--- config.mk ---
export PLATFORM = sky130hd
export DESIGN_NAME = ist_div
export DESIGN_NICKNAME = d
export VERILOG_FILES = /design/src/sv/ist_pkg.sv /design/src/sv/ist_div.sv
export SDC_FILE = /design/constraint.sdc
export NUM_CORES = 2
export LEC_CHECK = 0
export BUFFER_PORTS_ARGS = -buffer_cell sky130_fd_sc_hd__buf_4
export CAP_MARGIN = 15
export CORE_ASPECT_RATIO = 1.25
export CORE_MARGIN = 2
export CORE_UTILIZATION = 45
export CTS_CLUSTER_SIZE = 14
export DETAILED_ROUTE_END_ITERATION = 6
export PLACE_DENSITY = 0.63
export SLEW_MARGIN = 20
export SYNTH_ARGS = -nofsm -noshare
export SYNTH_HDL_FRONTEND = slang
export SYNTH_SLANG_ARGS = --single-unit
--- constraint.sdc ---
create_clock -name clk -period 4.7 [get_ports clk]
set_input_delay 0.235 -clock clk [delete_from_list [all_inputs] [get_ports clk]]
set_output_delay 0.235 -clock clk [all_outputs]
set_load 0.03 [all_outputs]
--- src/sv/ist_pkg.sv ---
// ----------------------------------------------------------------------------
// ist_pkg
// shared constants for the ionization source terms unit
// ----------------------------------------------------------------------------
`default_nettype none
package ist_pkg;
	localparam int WORD_BITS_DEF = 32;
	localparam int FRAC          = 16;
	localparam int RHO_W         = 31;
	localparam int DIV_STEPS     = 32;
	localparam int CFG_IDX_W     = 3;

	typedef enum logic [CFG_IDX_W-1:0] {
		REG_ELC_RATE = 3'd0,
		REG_ION_RATE = 3'd1,
		REG_ENERGY_RATE = 3'd2,
		REG_GAMMA_M1 = 3'd3,
		REG_INV_PERM = 3'd4
	} reg_idx_t;
endpackage
`default_nettype wire

--- src/sv/ist_div.sv ---
// ----------------------------------------------------------------------------
// ist_div
// pipelined restoring divider, 64-bit dividend by 31-bit divisor, one
// quotient bit per stage, 32-bit quotient plus overflow flag
// ----------------------------------------------------------------------------
`default_nettype none
module ist_div import ist_pkg::*; #(
	parameter int PAYLOAD_W = 1
) (
	input  wire logic                 clk,
	input  wire logic                 arst_n,
	input  wire logic                 en,
	input  wire logic                 in_valid,
	input  wire logic [63:0]          dividend,
	input  wire logic [RHO_W-1:0]     divisor,
	input  wire logic [PAYLOAD_W-1:0] in_payload,
	output logic                      out_valid,
	output logic [DIV_STEPS-1:0]      quotient,
	output logic                      overflow,
	output logic [PAYLOAD_W-1:0]      out_payload
);
	logic                 vld [0:DIV_STEPS];
	logic [RHO_W-1:0]     rem [0:DIV_STEPS];
	logic [RHO_W-1:0]     dvs [0:DIV_STEPS];
	logic [31:0]          low [0:DIV_STEPS];
	logic [DIV_STEPS-1:0] quo [0:DIV_STEPS];
	logic                 ovf [0:DIV_STEPS];
	logic [PAYLOAD_W-1:0] pay [0:DIV_STEPS];

	// quotient cannot fit 32 bits when the upper half already reaches the divisor
	always_comb begin
		vld[0] = in_valid;
		dvs[0] = divisor;
		low[0] = dividend[31:0];
		quo[0] = '0;
		pay[0] = in_payload;
		ovf[0] = dividend[63:32] >= {1'b0, divisor};
		rem[0] = ovf[0] ? '0 : dividend[62:32];
	end

	for (genvar k = 1; k <= DIV_STEPS; k++) begin : g_step
		logic [RHO_W:0] trial;
		logic           ge;
		logic [RHO_W:0] diff;
		assign trial = {rem[k-1], low[k-1][31]};
		assign ge    = trial >= {1'b0, dvs[k-1]};
		assign diff  = trial - {1'b0, dvs[k-1]};

		always_ff @(posedge clk or negedge arst_n) begin
			if (!arst_n) begin
				vld[k] <= 1'b0;
			end else if (en) begin
				vld[k] <= vld[k-1];
			end
		end

		always_ff @(posedge clk) begin
			if (en) begin
				rem[k] <= ge ? diff[RHO_W-1:0] : trial[RHO_W-1:0];
				quo[k] <= {quo[k-1][DIV_STEPS-2:0], ge};
				low[k] <= {low[k-1][30:0], 1'b0};
				dvs[k] <= dvs[k-1];
				ovf[k] <= ovf[k-1];
				pay[k] <= pay[k-1];
			end
		end
	end

	assign out_valid   = vld[DIV_STEPS];
	assign quotient    = quo[DIV_STEPS];
	assign overflow    = ovf[DIV_STEPS];
	assign out_payload = pay[DIV_STEPS];
endmodule
`default_nettype wire

After elaboration in Yosys (flattened, before gate mapping)
Cells that the tools add are included.
{"block": "op_classes", "n_mux": 32, "add_sub_neg": 31, "n_lt_le_gt_ge": 33}
{"operator": ">= comparator 32 x 31 -> 1 bit", "n": 33}
{"operator": "2-to-1 mux 31 bit", "n": 32}
{"operator": "subtractor 31 bit", "n": 31}
{"block": "totals", "input_bits": 100, "wordCells": 317, "out_inout_bits": 35, "regBits": 3042}

Longest topological paths before layout
{"block": "logic_depth", "ltp_word": 4, "depth_mapped": 26, "mapped_depth_nobuf": 23}

Least setup slack after synthesis
Ideal clock, no wire load.
{"block": "synth_path", "path_type": "input port to flip-flop", "from": "input port divisor[5]", "to": "register rem, in the netlist g_step[2].trial[22], data pin", "required_time_ns": 4.440, "setup_ns": 0.260, "path_stages": 25, "slack_ns": -0.226, "n_path_buf": 2, "arrival_ns": 4.666, "cell_sequence": "inv_1 > ha_1 > a21o_1 > a21o_1 > a21oi_1 > o21a_1 > o211ai_1 > a41oi_1 > o41a_1 > clkbuf_1 > inv_1 > nor2_1 > fa_1 > a21o_1 > a221o_1 > a21oi_1 > o22ai_1 > a221o_1 > a41oi_1 > a21oi_1 > nor2_1 > o21a_1 > buf_2 > inv_1 > mux2_2"}
{"item": "start, declared", "line": "ist_div.sv:15", "text": "input wire logic [RHO_W-1:0] divisor,"}
{"item": "end signal, assigned by index", "line": "ist_div.sv:59", "text": "rem[k] <= ge ? diff[RHO_W-1:0] : trial[RHO_W-1:0];"}
{"item": "end, declared", "line": "ist_div.sv:23", "text": "logic [RHO_W-1:0] rem [0:DIV_STEPS];"}

Worst setup path after layout
{"block": "layout_path", "from": "input port divisor[18]", "to": "register rem, in the netlist g_step[2].trial[2], data pin"}
{"block": "layout_between", "elab_chain_cells": 4, "word_cells_on_any_way": 5, "classes_between": "add/sub: 1; order compare: 2; mux: 2"}
{"item": ">= comparator 32 x 31 -> 1 bit", "line": "ist_div.sv:37", "text": "ovf[0] = dividend[63:32] >= {1'b0, divisor};"}
{"item": "2-to-1 mux 31 bit", "line": "ist_div.sv:38", "text": "rem[0] = ovf[0] ? '0 : dividend[62:32];"}
{"item": "subtractor 31 bit or >= comparator 32 x 31 -> 1 bit (tied branches)", "line": "ist_div.sv:47, ist_div.sv:46"}
{"item": "2-to-1 mux 31 bit (*)", "line": "ist_div.sv:59"}
Every way passes the cells marked *; elsewhere a longest branch is shown, timed or not.
A chain may end at the register's enable or synchronous reset.

==> summary.md <==
| Metric | Value |
|---|---|
| CTS Root Cell | clkbuf_16 |
| Worst Tran Pin Value | between 1 and 1.5 ns |
| Yosys warnings | 0 |
| Failing checks | design-rule violations |
| Gate power share | 42.1% |
| WL final | between 300000 and 400000 um |
| Register area | 0.0912 mm2 |
| Worst EP required | 5.38 ns |
| Status | finished with violations |
| H-tree depth | 5 |
| Starting DRC count in detailed routing | 6605 |
| Core area | 0.339 mm2 |
| Clock tree buffer depth | 4 |
| NetSw | roughly 43 mW |
| Setup crit start kind | input port |
| Top FF cell, synth | edfxtp_1 |
| Maximum clock frequency | 218 MHz |
| Reg2reg end | g_step[27].trial[5] |
| Number of global-route vias before repair | roughly 100000 |
| Gate Count Post-Synth | between 10000 and 15000 |
| Pwr Total | between 100 and 150 mW |
| Total CTS buffers | 322 |
| # Max-Cap Violations | 0 |
| Power share of the sequential group | between 30 and 40% |
| Critical-path cell list | dlygate4sd3_1, buf_4, inv_1, ha_4, nand4_1, nor2_2, a221oi_2, o21ai_1, a41oi_4, o41a_1, buf_12, and2_1, ha_1, and3_4, a221o_1, a21oi_2, o22ai_2, a221o_1, a41oi_2, a21oi_1, nor2_1, o21a_2, buf_6, mux2_2 |
| Final Hold Viols | 0 |
| Sequential-to-total area share from yosys stat | 59.5% |
| CP max FO | 7 |
| Die area | 0.346 mm2 |
| Cell Int Power | 75.9 mW |
| Num rows | between 200 and 250 |
| Delay-heaviest family, CP | compound AO/OA/AOI/OAI gates |
| Pre-antenna DRT Iters | 7 |
| CP Class | in -> reg |
| Sw frac | between 30% and 40% |
| Critical Path Sink | g_step[2].trial[2] |
| Grt ovf | 0 |
| Syn nets | ~13000 |
| Initial Util | a little under half |
| Top cell type's share of synthesized area | 58.9% |
| Power share of the clock group | 21.9% |
| Clk Latency, worst-skew pair | ~0.97 ns |
| IO buf count | 134 |
| CTS tree | yes |
| Flop2flop setup slack | 0.31 ns |
| Number of standard cells in the final layout excluding fillers | 17776 |
| Fill cells | just under 30000 |
| Arrival time worst endpoint | 5.27 ns |
| Leakage | 70.3 nW |
| Final Util | 51.6% |
| R2R depth | 15 |
| Final Net Count | 14198 |
| Max VDD drop | 0.000378 V |
| Synth area leaders | edfxtp_1, ha_1, mux2_2 |
| Number of synthesized flops with an enable pin | 3010 |
| Post-DR wirelength/cell | 20.6 um |
| I/O pin total | 135 |
| Placed Area | 0.162 mm2 |
| Placed cells | 17036 |
| Vias | around 97000 |
| DR vias/cell | 5.46 |
| Post-Syn Area | between 0.15 and 0.2 mm2 |
| Sinks on the clock net | 3042 |
| Period minus WS final | 4.59 ns |
| Synth cell types | 94 |
| Layout cells sized above 1 | between 10% and 20% |
| First-pass GRT wire length | 564000 um |
| Initial antenna violation count | 3 |
| Fraction of registers with async set/reset | 1.05% |
| Clock skew | 0.0651 ns |
| Crit-path slowest cell | dlygate4sd3_1 |
| Area Overhead vs Synth | 14.0% |
| Multi-input gate area | 0.0567 mm2 |
| Die height | 657 um |
| Worst R2R Start | dvs[217] |
| Clock slew at reported path FFs | 0.06 ns |
| Worst Hold Class | in -> reg |
| Routed Antenna Nets | 0 |
| WP depth | 24 |
| Critical Path Most Common Cell | a221o_1 |
| Avg Cell Area, Syn | 12.4 um2 |
| Period utilization | 97.7% |
| Relative slew slack | 32.8% |
| Largest net degree at the start of global routing | 156 |
| Endpoints failing setup | 0 |
| Power density over the cells | 678 mW/mm2 |
| Post-DP HPWL | 275000 um |
| Routability cong. | 0.925 |
| Die width | roughly 530 um |
| Drt drc | 3 |
| Post-synth top area cell | edfxtp_1 |
| Max incr delay on CP | 0.52 ns |
| Setup crit start | divisor[18] |
| Post-synthesis register bit count | 3042 |
| Gr usage total | 20.7% |
| Finished Cell Area | 0.175 mm2 |
| CP bufs+invs | 5 |
| Crit. End Element | flip-flop |
| Max Slew Vio Count | 0 |
==> what timing repair did <==
item | CTS | global route
endpoints found under the hold margin | 188 | 0
hold buffers | 130 | 0
pin swaps | 1 | 17
endpoints found under the setup margin | 3 | 36
resized for setup | 0 | 42
cloned | 0 | 5
buffers inserted | 0 | 7
==> layout by cell type, fill, tap and decap left out, drive strengths merged, types with 52 or more instances in the layout <==
cell | synthesis | final
clkinv | 0 | 141
nor3 | 129 | 129
clkbuf | 147 | 381
a31oi | 90 | 90
nand2b | 113 | 113
dlygate4sd3 | 0 | 128
ha | 1023 | 1023
nor2b | 150 | 150
a211oi | 76 | 76
o31ai | 75 | 75
o21a | 122 | 122
mux2 | 443 | 443
o21ai | 926 | 926
o211ai | 52 | 52
xnor2 | 474 | 474
buf | 100 | 495
and2 | 64 | 64
edfxtp | 3010 | 3010
nor2 | 426 | 426
o21bai | 131 | 131
a21oi | 832 | 832
and3 | 69 | 69
inv | 1263 | 1270
a21o | 464 | 464
nand4 | 133 | 133
nand2 | 890 | 890
nand3 | 174 | 174
xor2 | 337 | 337
==> sequential cells by signal, indices dropped and copies added (netlist names) <==
register and count:
out_valid 1, pay 31, quotient 32, out_payload 1
g_step.trial 992, overflow 1, ovf 31, vld 31
low 465, quo 496, dvs 961
==> per-layer routing <==
layer | wire (um) | GRT usage, %
met1 | 135000 | 21.9
met2 | 201000 | 40.2
met4 | 18600 | 9.76
met3 | 12100 | 2.51
met5 | 254 | 0
==> cells in the mapped netlist, types with 146 or more instances <==
master and n:
edfxtp_1 3010, inv_1 1261, ha_1 1023, o21ai_0 901
nand2_1 890, a21oi_1 830, xnor2_1 474, a21o_1 464
mux2_2 429, nor2_1 426, xor2_1 337, nand3_1 174
nor2b_1 150, clkbuf_1 146
==> final cells by class <==
type                    instances  area share (%)
inverters                    1263            2.71
well taps                    4458            3.19
clock buffers                 377            4.82
flip-flops and latches       3042            52.1
clock inverters               211            1.35
repair buffers                628            3.35
diodes                         10          0.0143
multi-input cells            7787            32.4
==> how the worst min path moves through the flow <==
stage | start | to | slack, ns | cells after the start
CTS | dividend[16] | low[1009] | 0.006 | 2
finish | dividend[11] | low[1004] | 0.07 | 2
global placement | arst_n | out_valid | 0.18 | 1
global route | dividend[9] | low[1002] | 0.03 | 2
detailed placement | arst_n | out_valid | 0.19 | 1
floorplan | arst_n | out_valid | -0.06 | 0
==> worst register-to-register path, cell delays in order (launching register included) <==
cell and delay, ns:
edfxtp_1 0.44, ha_1 0.27, fa_1 0.41, nor2b_1 0.13, o21ai_0 0.19, a211o_1 0.38
a31oi_1 0.27, o31a_1 0.19, buf_4 0.17, and4_1 0.23, nor2_1 0.10, o21ai_0 0.15
a21boi_0 0.18, o21ai_2 0.32, buf_12 0.26, mux2_2 0.45
==> power groups by stage <==
| stage | combinational (mW) | clock, mW | sequential (mW) |
|---|---|---|---|
| floorplan | 36.7 | 0 | 41.0 |
| global placement | 48.3 | 0 | 43.2 |
| detailed placement | 49.4 | 0 | 43.2 |
| CTS | 49.9 | 26.8 | 42.8 |
| global route | 55.3 | 27.8 | 43.2 |
| finish | 49.9 | 26.0 | 42.7 |
==> kinds of logic after synthesis <==
family / count (synthesis) / share of synthesized area (%)
buffers and inverters: 1510 / 3.83
adder cells (fa/ha/maj): 1054 / 8.75
AO/OA/AOI/OAI: 3099 / 12.6
XOR/XNOR: 811 / 4.63
multiplexers: 484 / 3.52
flip-flops: 3042 / 59.5
AND/OR/NAND/NOR: 2339 / 7.24
==> stage by stage <==
step | worst slack (ns) | hold WS, ns | setup TNS (ns)
2_1_floorplan | 0.00479 | -0.0606 | 0
3_3_place_gp | -0.954 | 0.181 | -28.76
3_5_place_dp | -1.04 | 0.189 | -30.89
4_1_cts | 0.0160 | 0.00567 | 0
5_1_grt | -0.0427 | 0.0311 | -0.129
6_report | 0.109 | 0.0700 | 0
Note: power is estimated with default switching activity, not from simulation.
